<file path="config.mk">
export PLATFORM = sky130hd
export DESIGN_NAME = ahts_queue
export DESIGN_NICKNAME = d
export VERILOG_FILES = /design/src/sv/ahts_pkg.sv /design/src/sv/ahts_queue.sv
export SDC_FILE = /design/constraint.sdc
export NUM_CORES = 1
export LEC_CHECK = 0
export BUFFER_PORTS_ARGS = -buffer_cell sky130_fd_sc_hd__buf_2
export CAP_MARGIN = 10
export CORE_UTILIZATION = 46
export DETAILED_ROUTE_END_ITERATION = 10
export GPL_ROUTABILITY_DRIVEN = 0
export PLACE_DENSITY = 0.83
export SLEW_MARGIN = 20
export SYNTH_ARGS = -nofsm -noshare
export SYNTH_HDL_FRONTEND = slang
export SYNTH_SLANG_ARGS = --single-unit
</file>
<file path="constraint.sdc">
create_clock -name aclk -period 7 [get_ports aclk]
set_input_delay 0.35 -clock aclk [delete_from_list [all_inputs] [get_ports aclk]]
set_output_delay 0.35 -clock aclk [all_outputs]
set_load 0.02 [all_outputs]
</file>
<file path="src/sv/ahts_pkg.sv">
// Shared constants, types and constant tables of the additive harmonic tone sample unit.
package ahts_pkg;

    localparam int NUM_HARMONICS   = 20;
    localparam int SINE_TABLE_BITS = 10;
    localparam int SAMPLE_BITS     = 16;

    localparam int FREQ_W  = 32;
    localparam int LEVEL_W = 16;
    localparam int TIME_W  = 20;
    localparam int ENV_W   = 17;
    localparam int MAG_W   = 15;
    localparam int WGT_W   = 16;

    localparam int K_W     = (NUM_HARMONICS > 1) ? $clog2(NUM_HARMONICS) : 1;
    localparam int QIDX_W  = SINE_TABLE_BITS - 2;
    localparam int QSIZE   = 1 << QIDX_W;

    // Envelope breakpoints in 1/16 ms and the segments rewritten over a common divisor.
    localparam int ENV_T1     = 400;
    localparam int ENV_T2     = 1600;
    localparam int ENV_T3     = 8000;
    localparam int ENV_T4     = 24000;
    localparam int ENV_O2     = 2400;
    localparam int ENV_O3     = 14400;
    localparam int ENV_O4     = 24000;
    localparam int ENV_S1     = 102400;
    localparam int ENV_S2     = 20480;
    localparam int ENV_S3     = 1280;
    localparam int ENV_S4     = 512;
    localparam int ENV_NUM_W  = 26;
    localparam int ENV_DIV    = 625;
    localparam int ENV_SHIFT  = 26;
    localparam int ENV_RECIP  = (1 << ENV_SHIFT) / ENV_DIV;
    localparam int ENV_RCP_W  = 17;

    localparam logic [31:0] Q30_C1 = 32'd1686629713;
    localparam logic [31:0] Q30_C3 = 32'd693598668;
    localparam logic [31:0] Q30_C5 = 32'd85569306;
    localparam logic [31:0] Q30_C7 = 32'd5026995;
    localparam logic [31:0] Q30_C9 = 32'd172272;

    localparam logic [WGT_W-1:0] WEIGHT_Q16 [32] = '{
        16'd34693, 16'd11796, 16'd3539, 16'd2949, 16'd2429, 16'd2255, 16'd971, 16'd2949,
        16'd382,   16'd1041,  16'd347,  16'd486,  16'd416,  16'd451,  16'd139, 16'd139,
        16'd139,   16'd139,   16'd139,  16'd139,  16'd0,    16'd0,    16'd0,   16'd0,
        16'd0,     16'd0,     16'd0,    16'd0,    16'd0,    16'd0,    16'd0,   16'd0
    };

    typedef logic [MAG_W-1:0] qsine_t [QSIZE];

    typedef struct packed {
        logic [FREQ_W-1:0]  base;
        logic [LEVEL_W-1:0] level;
        logic [ENV_W-1:0]   env;
    } note_t;

    // Odd Taylor polynomial of degree nine in Q30 with truncating products, rounded to Q15.
    function automatic logic [MAG_W-1:0] quarter_sine(input int unsigned m);
        logic [63:0] t;
        logic [63:0] t2;
        logic [63:0] acc;
        logic [63:0] s;
        t   = 64'(m) << (30 - QIDX_W);
        t2  = (t * t) >> 30;
        acc = 64'(Q30_C9);
        acc = 64'(Q30_C7) - ((acc * t2) >> 30);
        acc = 64'(Q30_C5) - ((acc * t2) >> 30);
        acc = 64'(Q30_C3) - ((acc * t2) >> 30);
        acc = 64'(Q30_C1) - ((acc * t2) >> 30);
        s   = (acc * t) >> 30;
        s   = (s + 64'd16384) >> 15;
        if (s > 64'd32767) begin
            s = 64'd32767;
        end
        return s[MAG_W-1:0];
    endfunction

    function automatic qsine_t build_qsine();
        qsine_t tab;
        for (int i = 0; i < QSIZE; i++) begin
            tab[i] = quarter_sine(i);
        end
        return tab;
    endfunction

    localparam qsine_t           QSINE     = build_qsine();
    localparam logic [MAG_W-1:0] QSINE_TOP = quarter_sine(QSIZE);

endpackage

</file>
<file path="src/sv/ahts_queue.sv">
// Short register queue that carries prepared notes from the front end to the back end.
module ahts_queue (
    input  logic            aclk,
    input  logic            aresetn,
    input  logic            in_valid,
    output logic            in_ready,
    input  ahts_pkg::note_t in_data,
    output logic            out_valid,
    input  logic            out_pop,
    output ahts_pkg::note_t out_data
);

    localparam int QD   = 2;
    localparam int QA_W = $clog2(QD);
    localparam int QC_W = $clog2(QD + 1);

    ahts_pkg::note_t   store_reg [QD];
    logic [QA_W-1:0]   wr_ptr_reg, rd_ptr_reg;
    logic [QC_W-1:0]   count_reg;
    logic              push, pop;

    assign in_ready  = count_reg != QC_W'(QD);
    assign out_valid = count_reg != '0;
    assign out_data  = store_reg[rd_ptr_reg];
    assign push      = in_valid && in_ready;
    assign pop       = out_pop && out_valid;

    always_ff @(posedge aclk) begin
        if (!aresetn) begin
            wr_ptr_reg <= '0;
            rd_ptr_reg <= '0;
            count_reg  <= '0;
        end else begin
            if (push) begin
                wr_ptr_reg <= (wr_ptr_reg == QA_W'(QD - 1)) ? '0 : wr_ptr_reg + QA_W'(1);
            end
            if (pop) begin
                rd_ptr_reg <= (rd_ptr_reg == QA_W'(QD - 1)) ? '0 : rd_ptr_reg + QA_W'(1);
            end
            if (push && !pop) begin
                count_reg <= count_reg + QC_W'(1);
            end else if (pop && !push) begin
                count_reg <= count_reg - QC_W'(1);
            end
        end
    end

    always_ff @(posedge aclk) begin
        if (push) begin
            store_reg[wr_ptr_reg] <= in_data;
        end
    end

endmodule

</file>
==> flow_summary.ini <==
[yosys]
synth_top_area_share_pct = 79.2
yosysWarnings = 0
synth-seq-cells = 135
synthFlopType = edfxtp_1
synth_nets = 296
yosys-top-cells-area = edfxtp_1 (79%), mux2_2 (15%), dfxtp_1 (2.0%)
synth.avg_cell_area_sq_um = 21.8
synth_edf_count = 130
synth_cell_types = 20
synth_cells = 226
syn-cell-area_sq_um = 4930
yosys.area.top_type = edfxtp_1
postSynth.asyncResetShare_pct = 0
ys_seq_area_share_pct = 81.3

[sta]
fin_tns_setup_ns = 0
min_period_ns = 2.59
post-route-period-util_pct = 37.1
worst_pin_slew_ns = 0.749
hold_ws_ns = 0.0395
max_freq_ghz = 0.386
setup_viol = 0
finalHoldViolCount = 0
maxSlewViolCount = 0
layout_setup_ws_ns = 4.41
rsz0062_at_grt = false
clock-skew-final_ns = 0.0115
slew_headroom_pct = 50.0

[routing]
via_count = 2461
wire_per_inst_microns = 14.9
antenna_left = 0
drt-initial-drc-count = 76
first_pass_iters = 5
drc = 0
vias_per_cell = 4.72
drt_wl_total_microns = 7770

[cells_and_area]
fillers = 788
largest_reg_flops = 130
final_cells = 521
multiInputGateArea_sq_um = 872
nNetsFinal = 446
drive_gt1_share_pct = 60.0
antennaDiodeCount = 0
seq_area_sq_um = 4010
area_delta_synth_final_pct = 26.6

[floorplanning]
dieWidth_microns = 105
core_region_area_sq_um = 10400
pin_count = 136
rows = 37
start_util_pct = 47.5
die_h_microns = 105
dieArea_sq_um = 11100

[pwr]
leakagePower_nw = 2.34
totalPowerFinal_mw = 2.38
ir_drop_mv = 0.233
power_density_nw_per_um2 = 382

[global_routing]
grt_pass1_wl_microns = 11800
grt_pass1_vias = 2467
grt_antenna_before_repair = 0
gr-total-overflow = 0
grt_max_degree = 53
track_usage_pct = 14.4

[placement]
post-place-ws_ns = 4.74
placed_cells = 493
dp_hpwl_microns = 4970
numPortBuffers = 135

[critical_path]
critPathKind = reg2out
crit_path_max_fanout = 52
worstPathRequired_ns = 6.65
r2r_cells = 3
start_kind = flip-flop
crit_path_end_kind = output port
path_cells = buf_4 > mux2_2 > buf_2
max_stage_delay_ns = 0.63
arrival_ns = 2.24
critPathSlowestCell = buf_4

[job]
drv_cap = 0

[hold_path]
hold_path_depth = 1
holdCritPathClass = in2reg

[clock_network]
clockRootBuffer = clkbuf_8
clock_latency_ns = 0.50
cts_buffer_depth = 2
numCtsBuffers = 17
cts_tree = yes
path_clk_slew_ns = 0.06
cts_htree_levels = 4
cts_resized = 0
cts.sinks = 135
post-cts-setup-buffers = 0
cts_hold_buf = 0

[status]
outcome = completed
## metal layers
| layer | GRT usage, % | part of all wire (%) | up-vias |
|---|---|---|---|
| met5 | 0 | 0 | - |
| met2 | 23.6 | 51 | 87 |
| met3 | 5.38 | 5.8 | 6 |
| met1 | 17.1 | 42 | 1179 |
| li1 | - | - | 1189 |
| met4 | 6.44 | 0.89 | 0 |
## layout make-up
class	count	area share, %
clock buffers	20	6.82
inverters	1	0.0602
clock inverters	8	0.983
well taps	136	2.73
repair buffers	138	11.2
multi-input cells	83	14.0
flip-flops and latches	135	64.2
## kinds of logic (layout without fill, tap and decap cells)
kind of cell               Yosys count  count (layout)  share of synthesized area (%)
AOI/OAI and AO/OA                    5               5                          0.711
muxes                               65              65                           14.9
buffers and inverters                8             167                           1.04
xor gates and xnor gates             3               3                          0.533
adders and majority gates            1               1                          0.254
DFF                                135             135                           81.3
and+or+nand+nor                      9               9                           1.32
## path summary, 6_finish.rpt
kind | slack (ns) | end | from
worst max-delay path | 4.41 | out_data[48] | flip-flop
worst min-delay path | 0.04 | store_reg[1][52] | in_data[52]
worst max register to register | 4.81 | store_reg[1][17] | count_reg[0]
worst min register to register | 0.57 | count_reg[1] | count_reg[1]
## placed cells by master, fill, tap and decap left out, types with 2 or more instances in the layout
cell / count
and2_1: 4
buf_2: 135
xnor2_1: 2
clkbuf_1: 3
edfxtp_1: 130
clkbuf_16: 16
clkinv_1: 3
clkinv_2: 4
mux2_2: 65
buf_4: 3
dfxtp_1: 4
## power by group
| group | total, mW | switching (mW) | internal, mW |
|---|---|---|---|
| combinational | 0.601 | 0.353 | 0.248 |
| sequential | 1.05 | 0.0363 | 1.01 |
| clock | 0.732 | 0.277 | 0.455 |
| total | 2.38 | 0.667 | 1.71 |
## worst max-delay path: cells and delay by family (launching register included)
family                 cells  cell delay [ns]
buffers and inverters      2             0.79
DFF                        1             0.52
muxes                      1             0.42
## cells in the mapped netlist, types with 2 or more instances
cell        n
buf_2       2
mux2_2     65
buf_4       5
dfxtp_1     5
xnor2_1     2
and2_1      4
edfxtp_1  130
## metrics by stage
stage	utilization (%)	cell area (sq um)
2_1_floorplan	-	4930
3_3_place_gp	55.4	5750
3_5_place_dp	55.4	5750
4_1_cts	60.1	6240
5_1_grt	60.1	6240
6_report	60.1	6240
Power figures use the tool's default switching activity.
