**src/sv/ahts_pkg.sv**
```systemverilog
// Shared constants, types and constant tables of the additive harmonic tone sample unit.
package ahts_pkg;

    localparam int NUM_HARMONICS   = 20;
    localparam int SINE_TABLE_BITS = 10;
    localparam int SAMPLE_BITS     = 16;

    localparam int FREQ_W  = 32;
    localparam int LEVEL_W = 16;
    localparam int TIME_W  = 20;
    localparam int ENV_W   = 17;
    localparam int MAG_W   = 15;
    localparam int WGT_W   = 16;

    localparam int K_W     = (NUM_HARMONICS > 1) ? $clog2(NUM_HARMONICS) : 1;
    localparam int QIDX_W  = SINE_TABLE_BITS - 2;
    localparam int QSIZE   = 1 << QIDX_W;

    // Envelope breakpoints in 1/16 ms and the segments rewritten over a common divisor.
    localparam int ENV_T1     = 400;
    localparam int ENV_T2     = 1600;
    localparam int ENV_T3     = 8000;
    localparam int ENV_T4     = 24000;
    localparam int ENV_O2     = 2400;
    localparam int ENV_O3     = 14400;
    localparam int ENV_O4     = 24000;
    localparam int ENV_S1     = 102400;
    localparam int ENV_S2     = 20480;
    localparam int ENV_S3     = 1280;
    localparam int ENV_S4     = 512;
    localparam int ENV_NUM_W  = 26;
    localparam int ENV_DIV    = 625;
    localparam int ENV_SHIFT  = 26;
    localparam int ENV_RECIP  = (1 << ENV_SHIFT) / ENV_DIV;
    localparam int ENV_RCP_W  = 17;

    localparam logic [31:0] Q30_C1 = 32'd1686629713;
    localparam logic [31:0] Q30_C3 = 32'd693598668;
    localparam logic [31:0] Q30_C5 = 32'd85569306;
    localparam logic [31:0] Q30_C7 = 32'd5026995;
    localparam logic [31:0] Q30_C9 = 32'd172272;

    localparam logic [WGT_W-1:0] WEIGHT_Q16 [32] = '{
        16'd34693, 16'd11796, 16'd3539, 16'd2949, 16'd2429, 16'd2255, 16'd971, 16'd2949,
        16'd382,   16'd1041,  16'd347,  16'd486,  16'd416,  16'd451,  16'd139, 16'd139,
        16'd139,   16'd139,   16'd139,  16'd139,  16'd0,    16'd0,    16'd0,   16'd0,
        16'd0,     16'd0,     16'd0,    16'd0,    16'd0,    16'd0,    16'd0,   16'd0
    };

    typedef logic [MAG_W-1:0] qsine_t [QSIZE];

    typedef struct packed {
        logic [FREQ_W-1:0]  base;
        logic [LEVEL_W-1:0] level;
        logic [ENV_W-1:0]   env;
    } note_t;

    // Odd Taylor polynomial of degree nine in Q30 with truncating products, rounded to Q15.
    function automatic logic [MAG_W-1:0] quarter_sine(input int unsigned m);
        logic [63:0] t;
        logic [63:0] t2;
        logic [63:0] acc;
        logic [63:0] s;
        t   = 64'(m) << (30 - QIDX_W);
        t2  = (t * t) >> 30;
        acc = 64'(Q30_C9);
        acc = 64'(Q30_C7) - ((acc * t2) >> 30);
        acc = 64'(Q30_C5) - ((acc * t2) >> 30);
        acc = 64'(Q30_C3) - ((acc * t2) >> 30);
        acc = 64'(Q30_C1) - ((acc * t2) >> 30);
        s   = (acc * t) >> 30;
        s   = (s + 64'd16384) >> 15;
        if (s > 64'd32767) begin
            s = 64'd32767;
        end
        return s[MAG_W-1:0];
    endfunction

    function automatic qsine_t build_qsine();
        qsine_t tab;
        for (int i = 0; i < QSIZE; i++) begin
            tab[i] = quarter_sine(i);
        end
        return tab;
    endfunction

    localparam qsine_t           QSINE     = build_qsine();
    localparam logic [MAG_W-1:0] QSINE_TOP = quarter_sine(QSIZE);

endpackage

```
**src/sv/ahts_front.sv**
```systemverilog
// Front end: accepts items, forms the fundamental phase and the envelope gain.
module ahts_front (
    input  logic                          aclk,
    input  logic                          aresetn,
    input  logic                          s_valid,
    output logic                          s_ready,
    input  logic [ahts_pkg::FREQ_W-1:0]   s_freq_step,
    input  logic [ahts_pkg::LEVEL_W-1:0]  s_level,
    input  logic [ahts_pkg::TIME_W-1:0]   s_note_time,
    output logic                          push_valid,
    output ahts_pkg::note_t               push_data,
    input  logic                          push_ready
);

    logic en;

    logic f1_valid_reg, f2_valid_reg, f3_valid_reg, f4_valid_reg;

    logic [ahts_pkg::FREQ_W-1:0]    f1_step_reg;
    logic [ahts_pkg::LEVEL_W-1:0]   f1_level_reg;
    logic [ahts_pkg::TIME_W-1:0]    f1_time_reg;

    logic [ahts_pkg::FREQ_W-1:0]    f2_base_reg;
    logic [ahts_pkg::LEVEL_W-1:0]   f2_level_reg;
    logic [ahts_pkg::ENV_NUM_W-1:0] f2_num_reg;
    logic [ahts_pkg::ENV_NUM_W-1:0] f2_num_next;

    logic [ahts_pkg::FREQ_W-1:0]    f3_base_reg;
    logic [ahts_pkg::LEVEL_W-1:0]   f3_level_reg;
    logic [ahts_pkg::ENV_NUM_W-1:0] f3_num_reg;
    logic [ahts_pkg::ENV_W-1:0]     f3_quot_reg;
    logic [ahts_pkg::ENV_W-1:0]     f3_quot_next;

    logic [ahts_pkg::FREQ_W-1:0]    f4_base_reg;
    logic [ahts_pkg::LEVEL_W-1:0]   f4_level_reg;
    logic [ahts_pkg::ENV_W-1:0]     f4_env_reg;
    logic [ahts_pkg::ENV_W-1:0]     f4_env_next;

    logic [ahts_pkg::ENV_NUM_W:0]   f3_rem;

    assign en         = !(f4_valid_reg && !push_ready);
    assign s_ready    = en;
    assign push_valid = f4_valid_reg;
    assign push_data  = '{base: f4_base_reg, level: f4_level_reg, env: f4_env_reg};

    // Each envelope segment is a slope over the common divisor.
    always_comb begin
        if (f1_time_reg < ahts_pkg::TIME_W'(ahts_pkg::ENV_T1)) begin
            f2_num_next = ahts_pkg::ENV_NUM_W'(32'(f1_time_reg) * 32'(ahts_pkg::ENV_S1));
        end else if (f1_time_reg < ahts_pkg::TIME_W'(ahts_pkg::ENV_T2)) begin
            f2_num_next = ahts_pkg::ENV_NUM_W'((32'(ahts_pkg::ENV_O2) - 32'(f1_time_reg))
                                               * 32'(ahts_pkg::ENV_S2));
        end else if (f1_time_reg < ahts_pkg::TIME_W'(ahts_pkg::ENV_T3)) begin
            f2_num_next = ahts_pkg::ENV_NUM_W'((32'(ahts_pkg::ENV_O3) - 32'(f1_time_reg))
                                               * 32'(ahts_pkg::ENV_S3));
        end else if (f1_time_reg < ahts_pkg::TIME_W'(ahts_pkg::ENV_T4)) begin
            f2_num_next = ahts_pkg::ENV_NUM_W'((32'(ahts_pkg::ENV_O4) - 32'(f1_time_reg))
                                               * 32'(ahts_pkg::ENV_S4));
        end else begin
            f2_num_next = '0;
        end
    end

    // The reciprocal product is at most one below the true quotient.
    always_comb begin
        logic [ahts_pkg::ENV_NUM_W+ahts_pkg::ENV_RCP_W-1:0] prod;
        prod = (ahts_pkg::ENV_NUM_W+ahts_pkg::ENV_RCP_W)'(f2_num_reg)
             * (ahts_pkg::ENV_NUM_W+ahts_pkg::ENV_RCP_W)'(ahts_pkg::ENV_RECIP);
        f3_quot_next = prod[ahts_pkg::ENV_SHIFT +: ahts_pkg::ENV_W];
    end

    always_comb begin
        f3_rem = (ahts_pkg::ENV_NUM_W+1)'(f3_num_reg)
               - (ahts_pkg::ENV_NUM_W+1)'(32'(f3_quot_reg) * 32'(ahts_pkg::ENV_DIV));
        if (f3_rem >= (ahts_pkg::ENV_NUM_W+1)'(ahts_pkg::ENV_DIV)) begin
            f4_env_next = f3_quot_reg + ahts_pkg::ENV_W'(1);
        end else begin
            f4_env_next = f3_quot_reg;
        end
    end

    always_ff @(posedge aclk) begin
        if (!aresetn) begin
            f1_valid_reg <= 1'b0;
            f2_valid_reg <= 1'b0;
            f3_valid_reg <= 1'b0;
            f4_valid_reg <= 1'b0;
        end else if (en) begin
            f1_valid_reg <= s_valid;
            f2_valid_reg <= f1_valid_reg;
            f3_valid_reg <= f2_valid_reg;
            f4_valid_reg <= f3_valid_reg;
        end
    end

    always_ff @(posedge aclk) begin
        if (en) begin
            f1_step_reg  <= s_freq_step;
            f1_level_reg <= s_level;
            f1_time_reg  <= s_note_time;

            f2_base_reg  <= ahts_pkg::FREQ_W'(f1_step_reg * ahts_pkg::FREQ_W'(f1_time_reg));
            f2_level_reg <= f1_level_reg;
            f2_num_reg   <= f2_num_next;

            f3_base_reg  <= f2_base_reg;
            f3_level_reg <= f2_level_reg;
            f3_num_reg   <= f2_num_reg;
            f3_quot_reg  <= f3_quot_next;

            f4_base_reg  <= f3_base_reg;
            f4_level_reg <= f3_level_reg;
            f4_env_reg   <= f4_env_next;
        end
    end

endmodule

```
**config.mk**
```make
export PLATFORM = sky130hd
export DESIGN_NAME = ahts_front
export DESIGN_NICKNAME = d
export VERILOG_FILES = /design/src/sv/ahts_pkg.sv /design/src/sv/ahts_front.sv
export SDC_FILE = /design/constraint.sdc
export NUM_CORES = 2
export LEC_CHECK = 0
export BUFFER_PORTS_ARGS = -buffer_cell sky130_fd_sc_hd__buf_2
export CAP_MARGIN = 20
export CORE_ASPECT_RATIO = 0.75
export CORE_MARGIN = 1
export CORE_UTILIZATION = 65
export CTS_BUF_LIST = sky130_fd_sc_hd__clkbuf_4 sky130_fd_sc_hd__clkbuf_8
export DETAILED_ROUTE_END_ITERATION = 6
export MAX_ROUTING_LAYER = met4
export PLACE_DENSITY = 0.88
export SKIP_CTS_REPAIR_TIMING = 1
export SKIP_LAST_GASP = 1
export SLEW_MARGIN = 20
export SYNTH_ARGS = -nofsm -noshare
export SYNTH_HDL_FRONTEND = slang
export SYNTH_SLANG_ARGS = --single-unit
```
**constraint.sdc**
```tcl
create_clock -name aclk -period 13.7 [get_ports aclk]
set_input_delay 0 -clock aclk [delete_from_list [all_inputs] [get_ports aclk]]
set_output_delay 0 -clock aclk [all_outputs]
set_load 0.01 [all_outputs]
```
==> qor.yml <==
placed_design:
  dp_hpwl_mm: 61.18
  place.gp.congestion: 0.9990
  numPortBuffers: 138
  dpl-instance-area_mm2: 0.03590
global_routing:
  grtUsageTotal_pct: 32.03
  antenna_found_initial: 1
  grt_use_met1_pct: 45.44
  use_met3_pct: 8.824
  grt_max_degree: 159
  top_usage_layer: "met1"
  grt_pass1_vias: 24650
  grt_util_met2_pct: 45.06
  overflow: 0
  grt_first_pass_wirelength_mm: 128.9
cts:
  cts_htree_levels: 2
  cts_buffers: 47
  clock_tree.buffer_depth: 3
  root_buffer: "clkbuf_8"
  cts.sinks: 286
  cts_tree: "done"
  clk_pin_slew_ps: 70
  clock_latency_ps: 650
timing:
  max_freq_mhz: 127.9
  slew_headroom_pct: 28.27
  min_period_ps: 7821
  finalSetupTns_ps: 0
  report.final.slew_viol_count: 0
  period_share_pct: 57.09
  final-hold-violation-count: 0
  tightestPinTransition_ps: 1076
  setup_violations: 0
  rsz0062_at_grt: "no"
  clock_skew_ps: 41.57
die:
  initial_utilization_pct: 66.39
  die_y_um: 201.7
  ios: 139
  die_w_um: 268.3
  std_cell_rows: 72
  dieArea_mm2: 0.05412
  fp.coreArea_mm2: 0.05207
critical_path:
  start_kind: "flop"
  worstPathArrival_ps: 8210
  cp.required_ps: 14090
  r2r-start: "f1_step_reg[10]"
  worstPathMaxFanout: 20
  end_kind: "flop"
  worstSetupPathType: "reg -> reg"
  r2r-end: "f2_base_reg[31]"
  reg2reg_slack_ps: 5880
  reg2regPathDepth: 24
drt:
  vias: 23870
  wire_per_inst_um: 19.09
  wirelength_mm: 80.55
  drc: 0
  drt_iter0_markers: 2259
  antenna_left: 0
  drt_pass1_iterations: 6
  routed_via_density: 5.657
final_layout:
  drive_gt1_share_pct: 7.340
  syn2layout_area_growth_pct: 8.556
  seq_area_mm2: 0.008548
  nets: 4471
  design_area_mm2: 0.03753
  fillCellCount: 3589
  multi_input_area_mm2: 0.02260
synth:
  async_reset_ff_share_pct: 0
  synth_warnings: 0
  synth-seq-area-share_pct: 24.73
  synth_fp_nets: 4300
  yosys_most_used_dff: "edfxtp_1"
  synth_area_per_cell_um2: 10.43
  synth.cell_area_mm2: 0.03457
  ys_seq_elements: 286
  synth_edf_count: 282
  syn_inst: 3313
  synthDistinctLibCells: 77
job:
  drv_cap: 0
worst_hold_path:
  hp-start: "s_note_time[19]"
  whs_endpoint: "f1_time_reg[19]"
  hp-class: "in -> reg"
  whs_path_depth: 2
run_status:
  outcome: "completed"
area by class of cell:
cell class / instances / share of cell area, %
multi-input cells: 2118 / 60.22
diodes: 1 / 0.006668
repair buffers: 229 / 4.161
flip-flops and latches: 286 / 22.78
clock inverters: 23 / 0.5468
inverters: 802 / 8.022
clock buffers: 57 / 1.924
well taps: 703 / 2.344
worst max-delay path, cell delays in order (launching register included):
cell,delay [ps]
edfxtp_1,830
and2_1,270
fa_1,420
fa_1,510
inv_1,50
fa_1,470
inv_1,50
fa_1,490
inv_1,50
fa_1,520
inv_1,50
fa_1,490
inv_1,70
fa_1,540
inv_1,50
ha_1,220
a2111o_1,390
a41o_1,240
a21oi_1,330
o21ai_0,290
a41o_1,450
a211oi_1,380
o31ai_1,130
a21oi_1,200
xnor2_1,80
cell usage in the layout (no fill, tap or decap), drive strengths merged, types with 64 or more instances in the layout:
master,Yosys,layout
a21oi,103,103
and2,203,203
buf,11,159
dlygate4sd3,0,70
edfxtp,282,282
fa,534,534
ha,381,381
inv,801,804
nand2,320,320
o21ai,64,64
xnor2,139,139
layer usage:
layer  part of all wire (%)  up-vias  wire (um)
li1                       -    10650          -
met4                    2.8        0       2281
met1                     41    11710      33370
met2                     43     1316      35030
met3                     12      200       9875
met5                      0        -          0
cell families (layout without fill, tap and decap cells):
| kind of cell | count (synthesis) | after routing | synth area share (%) |
|---|---|---|---|
| adders and majority gates | 915 | 915 | 44.71 |
| buffers and inverters | 909 | 1111 | 9.946 |
| and+or+nand+nor | 708 | 708 | 10.10 |
| AOI/OAI and AO/OA | 309 | 309 | 5.766 |
| DFF | 286 | 286 | 24.73 |
| xor gates and xnor gates | 176 | 176 | 4.459 |
| muxes | 10 | 10 | 0.2932 |
| other | 0 | 1 | 0 |
stage by stage:
step | utilization (%) | cells | hold WS [ps] | worst slack [ps]
global placement | 68.94 | 4068 | 176.0 | 6131
finish | 72.07 | 4219 | 61.42 | 5879
detailed placement | 68.94 | 4068 | 178.1 | 5975
floorplan | - | 3313 | 98.87 | 4249
global route | 72.07 | 4219 | 43.28 | 5544
CTS | 70.72 | 4148 | -506.9 | 5951
worst max-delay path by stage:
stage	cells past startpoint	start	slack (ps)	endpoint
after floorplan	3	push_valid	4250	push_valid
after global placement	24	f1_step_reg[9]	6130	f2_base_reg[31]
after detailed placement	24	f1_step_reg[9]	5980	f2_base_reg[31]
after CTS	24	f1_step_reg[10]	5950	f2_base_reg[31]
after global routing	19	f1_time_reg[15]	5540	f2_base_reg[30]
final	24	f1_step_reg[10]	5880	f2_base_reg[31]
cells in the mapped netlist (all sizes together) (5+ instances only):
cell type  number  share of area (%)
a2111oi         6               0.16
a211oi          8               0.19
a21o           29               0.63
a21oi         103                1.5
a221oi          9               0.25
a31oi           9               0.18
and2          203                3.7
and3            6               0.11
buf            11               0.20
clkbuf         96                1.0
edfxtp        282                 24
fa            534                 31
ha            381                 14
inv           801                8.7
mux2i           9               0.26
nand2         320                3.5
nand2b         13               0.24
nand3          27               0.42
nand4          12               0.22
nor2           59               0.64
nor2b          17               0.31
nor3           14               0.20
nor4            9               0.16
o21a           12               0.26
o21ai          64               0.93
o21bai         16               0.35
o22ai           7               0.13
o31ai           5               0.12
or2             5              0.090
or3             5              0.090
or4             6               0.13
xnor2         139                3.5
xor2           37               0.94
Power is left out: the tool's default activity adds up to more than one toggle a clock period on the data nets, which glitch-free logic cannot reach.
