<file path="src/sv/ahts_pkg.sv">
// Shared constants, types and constant tables of the additive harmonic tone sample unit.
package ahts_pkg;

    localparam int NUM_HARMONICS   = 20;
    localparam int SINE_TABLE_BITS = 10;
    localparam int SAMPLE_BITS     = 16;

    localparam int FREQ_W  = 32;
    localparam int LEVEL_W = 16;
    localparam int TIME_W  = 20;
    localparam int ENV_W   = 17;
    localparam int MAG_W   = 15;
    localparam int WGT_W   = 16;

    localparam int K_W     = (NUM_HARMONICS > 1) ? $clog2(NUM_HARMONICS) : 1;
    localparam int QIDX_W  = SINE_TABLE_BITS - 2;
    localparam int QSIZE   = 1 << QIDX_W;

    // Envelope breakpoints in 1/16 ms and the segments rewritten over a common divisor.
    localparam int ENV_T1     = 400;
    localparam int ENV_T2     = 1600;
    localparam int ENV_T3     = 8000;
    localparam int ENV_T4     = 24000;
    localparam int ENV_O2     = 2400;
    localparam int ENV_O3     = 14400;
    localparam int ENV_O4     = 24000;
    localparam int ENV_S1     = 102400;
    localparam int ENV_S2     = 20480;
    localparam int ENV_S3     = 1280;
    localparam int ENV_S4     = 512;
    localparam int ENV_NUM_W  = 26;
    localparam int ENV_DIV    = 625;
    localparam int ENV_SHIFT  = 26;
    localparam int ENV_RECIP  = (1 << ENV_SHIFT) / ENV_DIV;
    localparam int ENV_RCP_W  = 17;

    localparam logic [31:0] Q30_C1 = 32'd1686629713;
    localparam logic [31:0] Q30_C3 = 32'd693598668;
    localparam logic [31:0] Q30_C5 = 32'd85569306;
    localparam logic [31:0] Q30_C7 = 32'd5026995;
    localparam logic [31:0] Q30_C9 = 32'd172272;

    localparam logic [WGT_W-1:0] WEIGHT_Q16 [32] = '{
        16'd34693, 16'd11796, 16'd3539, 16'd2949, 16'd2429, 16'd2255, 16'd971, 16'd2949,
        16'd382,   16'd1041,  16'd347,  16'd486,  16'd416,  16'd451,  16'd139, 16'd139,
        16'd139,   16'd139,   16'd139,  16'd139,  16'd0,    16'd0,    16'd0,   16'd0,
        16'd0,     16'd0,     16'd0,    16'd0,    16'd0,    16'd0,    16'd0,   16'd0
    };

    typedef logic [MAG_W-1:0] qsine_t [QSIZE];

    typedef struct packed {
        logic [FREQ_W-1:0]  base;
        logic [LEVEL_W-1:0] level;
        logic [ENV_W-1:0]   env;
    } note_t;

    // Odd Taylor polynomial of degree nine in Q30 with truncating products, rounded to Q15.
    function automatic logic [MAG_W-1:0] quarter_sine(input int unsigned m);
        logic [63:0] t;
        logic [63:0] t2;
        logic [63:0] acc;
        logic [63:0] s;
        t   = 64'(m) << (30 - QIDX_W);
        t2  = (t * t) >> 30;
        acc = 64'(Q30_C9);
        acc = 64'(Q30_C7) - ((acc * t2) >> 30);
        acc = 64'(Q30_C5) - ((acc * t2) >> 30);
        acc = 64'(Q30_C3) - ((acc * t2) >> 30);
        acc = 64'(Q30_C1) - ((acc * t2) >> 30);
        s   = (acc * t) >> 30;
        s   = (s + 64'd16384) >> 15;
        if (s > 64'd32767) begin
            s = 64'd32767;
        end
        return s[MAG_W-1:0];
    endfunction

    function automatic qsine_t build_qsine();
        qsine_t tab;
        for (int i = 0; i < QSIZE; i++) begin
            tab[i] = quarter_sine(i);
        end
        return tab;
    endfunction

    localparam qsine_t           QSINE     = build_qsine();
    localparam logic [MAG_W-1:0] QSINE_TOP = quarter_sine(QSIZE);

endpackage

</file>
<file path="src/sv/ahts_back.sv">
// Back end: steps through the harmonics with one shared sine lookup, then scales and saturates.
module ahts_back (
    input  logic                                aclk,
    input  logic                                aresetn,
    input  logic                                note_valid,
    output logic                                note_pop,
    input  ahts_pkg::note_t                     note_data,
    output logic                                m_valid,
    input  logic                                m_ready,
    output logic [ahts_pkg::SAMPLE_BITS-1:0]    m_sample
);

    localparam int PROD_W = ahts_pkg::MAG_W + ahts_pkg::WGT_W;
    localparam int ACC_W  = PROD_W + ahts_pkg::K_W + 1;
    localparam int Y1_W   = ACC_W - 16;
    localparam int P1_W   = Y1_W + ahts_pkg::LEVEL_W + 1;
    localparam int Y2_W   = P1_W - 16;
    localparam int P2_W   = Y2_W + ahts_pkg::ENV_W + 1;
    localparam int RS     = 32 - ahts_pkg::SAMPLE_BITS;
    localparam int Y3_W   = P2_W - RS;
    localparam logic signed [Y3_W-1:0] SAT_HI = Y3_W'((64'sd1 <<< (ahts_pkg::SAMPLE_BITS - 1)) - 1);
    localparam logic signed [Y3_W-1:0] SAT_LO = -SAT_HI - Y3_W'(1);

    logic en;
    logic load, last_issue;

    // Harmonic sequencer
    logic                              busy_reg;
    logic [ahts_pkg::K_W-1:0]          k_reg;
    logic [ahts_pkg::FREQ_W-1:0]       base_reg, ph_reg;
    logic [ahts_pkg::LEVEL_W-1:0]      lvl_reg;
    logic [ahts_pkg::ENV_W-1:0]        env_reg;

    // Issue stage
    logic                              s1_valid_reg, s1_first_reg, s1_last_reg;
    logic [ahts_pkg::K_W-1:0]          s1_k_reg;
    logic [ahts_pkg::FREQ_W-1:0]       s1_ph_reg;
    logic [ahts_pkg::LEVEL_W-1:0]      s1_lvl_reg;
    logic [ahts_pkg::ENV_W-1:0]        s1_env_reg;

    // Sine lookup stage
    logic                              s2_valid_reg, s2_first_reg, s2_last_reg, s2_neg_reg;
    logic [ahts_pkg::MAG_W-1:0]        s2_mag_reg, s2_mag_next;
    logic [ahts_pkg::WGT_W-1:0]        s2_wgt_reg;
    logic [ahts_pkg::LEVEL_W-1:0]      s2_lvl_reg;
    logic [ahts_pkg::ENV_W-1:0]        s2_env_reg;

    // Accumulate stage
    logic                              s3_valid_reg, s3_last_reg;
    logic signed [ACC_W-1:0]           acc_reg, acc_next;
    logic [ahts_pkg::LEVEL_W-1:0]      s3_lvl_reg;
    logic [ahts_pkg::ENV_W-1:0]        s3_env_reg;

    // Scaling stages
    logic                              s4_valid_reg, s5_valid_reg, m_valid_reg;
    logic signed [P1_W-1:0]            p1_reg, p1_next;
    logic [ahts_pkg::ENV_W-1:0]        s4_env_reg;
    logic signed [P2_W-1:0]            p2_reg, p2_next;
    logic [ahts_pkg::SAMPLE_BITS-1:0]  m_sample_reg, m_sample_next;

    logic [ahts_pkg::SINE_TABLE_BITS-1:0] idx;
    logic [1:0]                           quad;
    logic [ahts_pkg::QIDX_W-1:0]          qr, qm;

    assign en         = !m_valid_reg || m_ready;
    assign last_issue = busy_reg && (k_reg == ahts_pkg::K_W'(ahts_pkg::NUM_HARMONICS - 1));
    assign load       = (!busy_reg || last_issue) && note_valid;
    assign note_pop   = en && load;
    assign m_valid    = m_valid_reg;
    assign m_sample   = m_sample_reg;

    // The table holds the first quarter wave; the peak entry sits one past its end.
    always_comb begin
        idx  = s1_ph_reg[ahts_pkg::FREQ_W-1 -: ahts_pkg::SINE_TABLE_BITS];
        quad = idx[ahts_pkg::SINE_TABLE_BITS-1 -: 2];
        qr   = idx[ahts_pkg::QIDX_W-1:0];
        qm   = quad[0] ? (~qr + ahts_pkg::QIDX_W'(1)) : qr;
        if (quad[0] && qr == '0) begin
            s2_mag_next = ahts_pkg::QSINE_TOP;
        end else begin
            s2_mag_next = ahts_pkg::QSINE[qm];
        end
    end

    always_comb begin
        logic [PROD_W-1:0]       prod;
        logic signed [ACC_W-1:0] term;
        prod = PROD_W'(s2_mag_reg) * PROD_W'(s2_wgt_reg);
        term = s2_neg_reg ? -$signed(ACC_W'(prod)) : $signed(ACC_W'(prod));
        acc_next = s2_first_reg ? term : acc_reg + term;
    end

    always_comb begin
        logic [ACC_W-1:0]       acc_rnd;
        logic signed [Y1_W-1:0] y1;
        acc_rnd = acc_reg + ACC_W'(1 << 15);
        y1      = acc_rnd[ACC_W-1:16];
        p1_next = P1_W'(y1) * $signed(P1_W'({1'b0, s3_lvl_reg}));
    end

    always_comb begin
        logic [P1_W-1:0]        p1_rnd;
        logic signed [Y2_W-1:0] y2;
        p1_rnd  = p1_reg + P1_W'(1 << 15);
        y2      = p1_rnd[P1_W-1:16];
        p2_next = P2_W'(y2) * $signed(P2_W'({1'b0, s4_env_reg}));
    end

    always_comb begin
        logic [P2_W-1:0]        p2_rnd;
        logic signed [Y3_W-1:0] y3;
        p2_rnd = p2_reg + P2_W'(64'd1 << (RS - 1));
        y3     = p2_rnd[P2_W-1:RS];
        if (y3 > SAT_HI) begin
            m_sample_next = SAT_HI[ahts_pkg::SAMPLE_BITS-1:0];
        end else if (y3 < SAT_LO) begin
            m_sample_next = SAT_LO[ahts_pkg::SAMPLE_BITS-1:0];
        end else begin
            m_sample_next = y3[ahts_pkg::SAMPLE_BITS-1:0];
        end
    end

    always_ff @(posedge aclk) begin
        if (!aresetn) begin
            busy_reg     <= 1'b0;
            s1_valid_reg <= 1'b0;
            s2_valid_reg <= 1'b0;
            s3_valid_reg <= 1'b0;
            s4_valid_reg <= 1'b0;
            s5_valid_reg <= 1'b0;
            m_valid_reg  <= 1'b0;
        end else if (en) begin
            if (load) begin
                busy_reg <= 1'b1;
            end else if (last_issue) begin
                busy_reg <= 1'b0;
            end
            s1_valid_reg <= busy_reg;
            s2_valid_reg <= s1_valid_reg;
            s3_valid_reg <= s2_valid_reg;
            s4_valid_reg <= s3_valid_reg && s3_last_reg;
            s5_valid_reg <= s4_valid_reg;
            m_valid_reg  <= s5_valid_reg;
        end
    end

    always_ff @(posedge aclk) begin
        if (en) begin
            if (load) begin
                base_reg <= note_data.base;
                ph_reg   <= note_data.base;
                k_reg    <= '0;
                lvl_reg  <= note_data.level;
                env_reg  <= note_data.env;
            end else if (busy_reg) begin
                ph_reg <= ph_reg + base_reg;
                k_reg  <= k_reg + ahts_pkg::K_W'(1);
            end

            s1_ph_reg    <= ph_reg;
            s1_k_reg     <= k_reg;
            s1_first_reg <= k_reg == '0;
            s1_last_reg  <= k_reg == ahts_pkg::K_W'(ahts_pkg::NUM_HARMONICS - 1);
            s1_lvl_reg   <= lvl_reg;
            s1_env_reg   <= env_reg;

            s2_mag_reg   <= s2_mag_next;
            s2_neg_reg   <= quad[1];
            s2_wgt_reg   <= ahts_pkg::WEIGHT_Q16[5'(s1_k_reg)];
            s2_first_reg <= s1_first_reg;
            s2_last_reg  <= s1_last_reg;
            s2_lvl_reg   <= s1_lvl_reg;
            s2_env_reg   <= s1_env_reg;

            if (s2_valid_reg) begin
                acc_reg <= acc_next;
            end
            s3_last_reg  <= s2_last_reg;
            s3_lvl_reg   <= s2_lvl_reg;
            s3_env_reg   <= s2_env_reg;

            p1_reg       <= p1_next;
            s4_env_reg   <= s3_env_reg;
            p2_reg       <= p2_next;
            m_sample_reg <= m_sample_next;
        end
    end

endmodule

</file>
<file path="config.mk">
export PLATFORM = sky130hd
export DESIGN_NAME = ahts_back
export DESIGN_NICKNAME = d
export VERILOG_FILES = /design/src/sv/ahts_pkg.sv /design/src/sv/ahts_back.sv
export SDC_FILE = /design/constraint.sdc
export NUM_CORES = 2
export LEC_CHECK = 0
export BUFFER_PORTS_ARGS = -buffer_cell sky130_fd_sc_hd__buf_2
export CAP_MARGIN = 20
export CORE_ASPECT_RATIO = 0.75
export CORE_MARGIN = 2
export CORE_UTILIZATION = 35
export CTS_BUF_LIST = sky130_fd_sc_hd__clkbuf_2
export CTS_CLUSTER_DIAMETER = 120
export DETAILED_ROUTE_END_ITERATION = 10
export GPL_ROUTABILITY_DRIVEN = 0
export MAX_ROUTING_LAYER = met4
export PLACE_DENSITY_LB_ADDON = 0.15
export SLEW_MARGIN = 20
export SYNTH_ARGS = -nofsm -noshare
export SYNTH_HDL_FRONTEND = slang
export SYNTH_SLANG_ARGS = --single-unit
</file>
<file path="constraint.sdc">
create_clock -name aclk -period 8.7 [get_ports aclk]
set_clock_uncertainty 0.2 [all_clocks]
set_input_delay 1.74 -clock aclk [delete_from_list [all_inputs] [get_ports aclk]]
set_output_delay 1.74 -clock aclk [all_outputs]
set_load 0.1 [all_outputs]
</file>
==> metrics.log <==
INFO  metric synthesis.area = 54,600 um2
INFO  metric post-synth-top-area-fraction = 0.314
INFO  metric finalNetCount = 7,504
INFO  metric numCtsBuffers = 104
INFO  metric path_class = reg -> reg
INFO  metric synth_cell_types = 86
INFO  metric yosysWarnings = 0
INFO  metric clockRootBuffer = sky130_fd_sc_hd__clkbuf_2
INFO  metric grt_pass1_wl = 245,000 um
INFO  metric grt_max_degree = a little under 80
INFO  metric rows = 125
INFO  metric synth_cells = 5,787
INFO  metric boundaryPins = between 80 and 90
INFO  metric vias_per_cell = 5.00
INFO  metric grt_antenna_before_repair = 5
INFO  metric gr-usage-all-layers = 0.199
INFO  metric pre_cts_ws = -0.793 ns
INFO  metric clock_tree.htree_level_count = 3
INFO  metric share_of_the_yosys_chip_area_belonging_to_registers = 0.206
INFO  metric drt_drc_violations_left = 0
INFO  metric crit_fanout = 4
INFO  metric critical_path.startpoint_type = register
INFO  metric multi_input_area = 39,900 um2
INFO  metric max_stage_delay = between 0.5 and 0.6 ns
INFO  metric grt_pass1_vias = 44,200
INFO  metric least_margin_pin_slew = 1.12 ns
INFO  metric hp-class = reg -> reg
INFO  metric num_vias = 41,600
INFO  metric cp_num_buf_inv = 9
INFO  metric synth-main-ff-cell = sky130_fd_sc_hd__edfxtp_1
INFO  metric cts_tree = done
INFO  metric post_synth.cell_area_avg = roughly 9.4 um2
INFO  metric status = finished, violations left
INFO  metric starting_density_of_the_core = 0.352
INFO  metric setup_viol_count_final = 7
INFO  metric fill_cells = 15,500
INFO  metric maxClockFrequency = 108 MHz
INFO  metric area.growth.synth_to_final = 14.9%
INFO  metric drt_iter0_drc = 2,976
INFO  metric grt_overflow_total = 0
INFO  metric die_w = ~460 um
INFO  metric synth.top_cells.by_area = sky130_fd_sc_hd__fa_1 31%, sky130_fd_sc_hd__edfxtp_1 20%, sky130_fd_sc_hd__ha_1 9.0%
INFO  metric synth.largest_area_cell = sky130_fd_sc_hd__fa_1
INFO  metric maxSlewViolCount = 0
INFO  metric critical_path_required = slightly below 10 ns
INFO  metric crit_path_end_kind = register
INFO  metric violations = setup timing
INFO  metric synth_fp_nets = between 7,000 and 8,000
INFO  metric seqCellArea = between 10,000 and 15,000 um2
INFO  metric die_area = between 150,000 and 200,000 um2
INFO  metric place.detailed.hpwl = 115,000 um
INFO  metric number_of_nets_with_antenna_violations_after_routing = 0
INFO  metric clk_pin_slew = 0.12 ns
INFO  metric timing.max_cap.violations = 0
INFO  metric ys_async_sr_fraction = 0
INFO  metric rsz0062_at_grt = true
INFO  metric floorplan.core_area = 155,000 um2
INFO  metric firstDrtPassIters = 6
INFO  metric worst-endpoint-arrival = ~10 ns
INFO  metric cts_buffer_depth = 3
INFO  metric clock_sink_count = 376
INFO  metric fin_crit = 9.23 ns
INFO  metric synth-edff-count = 369
INFO  metric fraction_of_final_layout_cells_with_drive_strength_greater_than_1 = 0.143
INFO  metric worstSkewPairLatency = 1.54 ns
INFO  metric final_min_period_over_clock_period = 1.06
INFO  metric synth-seq-cells = 376
INFO  metric flip_flop_count_of_the_largest_register_all_copies_and_words_added = 37
INFO  metric slew-limit-headroom = 0.241
INFO  metric timing.critical_path.slowest_stage_cell = sky130_fd_sc_hd__fa_1
INFO  metric die_height = 346 um
INFO  metric path_common_cell = sky130_fd_sc_hd__fa_1
INFO  metric drt-wirelength-per-cell = 18.0 um
INFO  metric hold_violations = 0
INFO  metric crit_family = adder cells
INFO  metric finalWorstSetupSlack = -0.534 ns
INFO  metric port-buffer-count = 86
INFO  metric finalWirelength = 150,000 um
==> per-layer routing <==
| layer | part of all wire | GRT usage | up-vias |
|---|---|---|---|
| met2 | 0.43 | 0.292 | 1104 |
| met3 | 0.061 | 0.0409 | 255 |
| met4 | 0.027 | 0.0523 | 0 |
| met5 | 0 | - | - |
| met1 | 0.48 | 0.280 | 20600 |
| li1 | - | - | 19600 |
==> cell usage in the layout (no fill, tap or decap), types with 14 or more instances in the layout <==
cell type                       netlist  final
sky130_fd_sc_hd__nor2_1             253    242
sky130_fd_sc_hd__a21oi_1            209    200
sky130_fd_sc_hd__xnor2_2              0     20
sky130_fd_sc_hd__xnor2_1            143    119
sky130_fd_sc_hd__dlygate4sd3_1        0     50
sky130_fd_sc_hd__nor3_1              62     55
sky130_fd_sc_hd__nand3_1             83     79
sky130_fd_sc_hd__xor2_1              85     82
sky130_fd_sc_hd__or3_1               19     14
sky130_fd_sc_hd__and3_1              31     29
sky130_fd_sc_hd__edfxtp_1           369    369
sky130_fd_sc_hd__o21ai_0            214    196
sky130_fd_sc_hd__a21o_1              77     77
sky130_fd_sc_hd__buf_4                0    402
sky130_fd_sc_hd__o221ai_1            18     18
sky130_fd_sc_hd__inv_1             1019   1006
sky130_fd_sc_hd__o31ai_1             29     21
sky130_fd_sc_hd__fa_1               856    856
sky130_fd_sc_hd__o21ai_1              6     14
sky130_fd_sc_hd__buf_2                1     86
sky130_fd_sc_hd__o211ai_1            34     34
sky130_fd_sc_hd__nor2b_1             18     18
sky130_fd_sc_hd__a211oi_1            53     42
sky130_fd_sc_hd__nand4_1             25     25
sky130_fd_sc_hd__a31oi_1             48     41
sky130_fd_sc_hd__o21a_1              28     26
sky130_fd_sc_hd__clkinv_1             1     26
sky130_fd_sc_hd__o22ai_1             17     16
sky130_fd_sc_hd__o311ai_0            15     15
sky130_fd_sc_hd__nand2b_1            21     20
sky130_fd_sc_hd__buf_6                0     16
sky130_fd_sc_hd__and2_1             443    430
sky130_fd_sc_hd__clkbuf_2             0    145
sky130_fd_sc_hd__nand2_1            716    712
sky130_fd_sc_hd__ha_1               393    370
sky130_fd_sc_hd__ha_4                 0     20
==> worst reg2reg max path, delay by kind of cell, from the launching register on <==
family / cells / cell delay, ns
flops: 1 / 0.50
simple gates: 5 / 1.00
xor+xnor: 2 / 0.37
compound gates: 12 / 2.65
fa+ha+maj: 8 / 3.39
buf+inv: 9 / 0.89
==> Yosys cell counts (31+ instances only) <==
master,n
sky130_fd_sc_hd__and3_1,31
sky130_fd_sc_hd__fa_1,856
sky130_fd_sc_hd__xor2_1,85
sky130_fd_sc_hd__clkbuf_1,244
sky130_fd_sc_hd__and2_1,443
sky130_fd_sc_hd__a211oi_1,53
sky130_fd_sc_hd__nor3_1,62
sky130_fd_sc_hd__o21ai_0,214
sky130_fd_sc_hd__edfxtp_1,369
sky130_fd_sc_hd__ha_1,393
sky130_fd_sc_hd__o211ai_1,34
sky130_fd_sc_hd__inv_1,1019
sky130_fd_sc_hd__xnor2_1,143
sky130_fd_sc_hd__a21o_1,77
sky130_fd_sc_hd__nand3_1,83
sky130_fd_sc_hd__a21oi_1,209
sky130_fd_sc_hd__nor2_1,253
sky130_fd_sc_hd__a31oi_1,48
sky130_fd_sc_hd__nand2_1,716
==> cell families (layout without fill, tap and decap cells) <==
family | Yosys count | in the layout | share of synthesized area
DFF | 376 | 376 | 0.206
adders and majority gates | 1249 | 1249 | 0.404
other | 0 | 10 | 0
muxes | 30 | 30 | 0.00647
buffers and inverters | 1286 | 1768 | 0.0885
and+or+nand+nor | 1732 | 1732 | 0.153
xor gates and xnor gates | 229 | 229 | 0.0369
AOI/OAI and AO/OA | 885 | 885 | 0.105
==> repair_timing <==
| action | in CTS | in global routing |
|---|---|---|
| buffers inserted | 25 | 23 |
| setup endpoints to repair | 18 | 34 |
| hold buffers | 50 | 0 |
| pin swaps | 49 | 55 |
| endpoints found under the hold margin | 63 | 0 |
| gates resized for setup | 89 | 132 |
==> per-stage QoR <==
stage               cell area (um2)   util  std cells  setup TNS, ns  hold WS (ns)
CTS                           61900  0.400       8283          -1.87       0.00339
detailed placement            59700  0.386       8021          -6.43         0.205
finish                        62700  0.405       8311          -2.31         0.185
global placement              59700  0.386       8021          -5.27         0.202
global route                  62700  0.405       8310          -5.99      0.000680
floorplan                     54800      -       5787         -0.429         0.200
==> final cells by class <==
| cell class | count | area share |
|---|---|---|
| antenna | 10 | 0.000399 |
| clock buffer | 145 | 0.0116 |
| clock inverter | 44 | 0.00443 |
| inverter | 1020 | 0.0612 |
| multi-input combinational | 4125 | 0.636 |
| sequential | 376 | 0.179 |
| tap | 2032 | 0.0405 |
| timing repair buffer | 559 | 0.0674 |
==> final timing paths <==
path	end	from	slack, ns	cells past startpoint
worst max-delay path	acc_reg[33]	s2_mag_reg[5]	-0.53	36
worst min-delay path	s2_lvl_reg[3]	s1_lvl_reg[3]	0.18	0
worst max register to register	acc_reg[33]	s2_mag_reg[5]	-0.53	36
worst min register to register	s2_lvl_reg[3]	s1_lvl_reg[3]	0.18	0
Power is left out: the tool's default activity adds up to more than one toggle a clock period on the data nets, which glitch-free logic cannot reach.
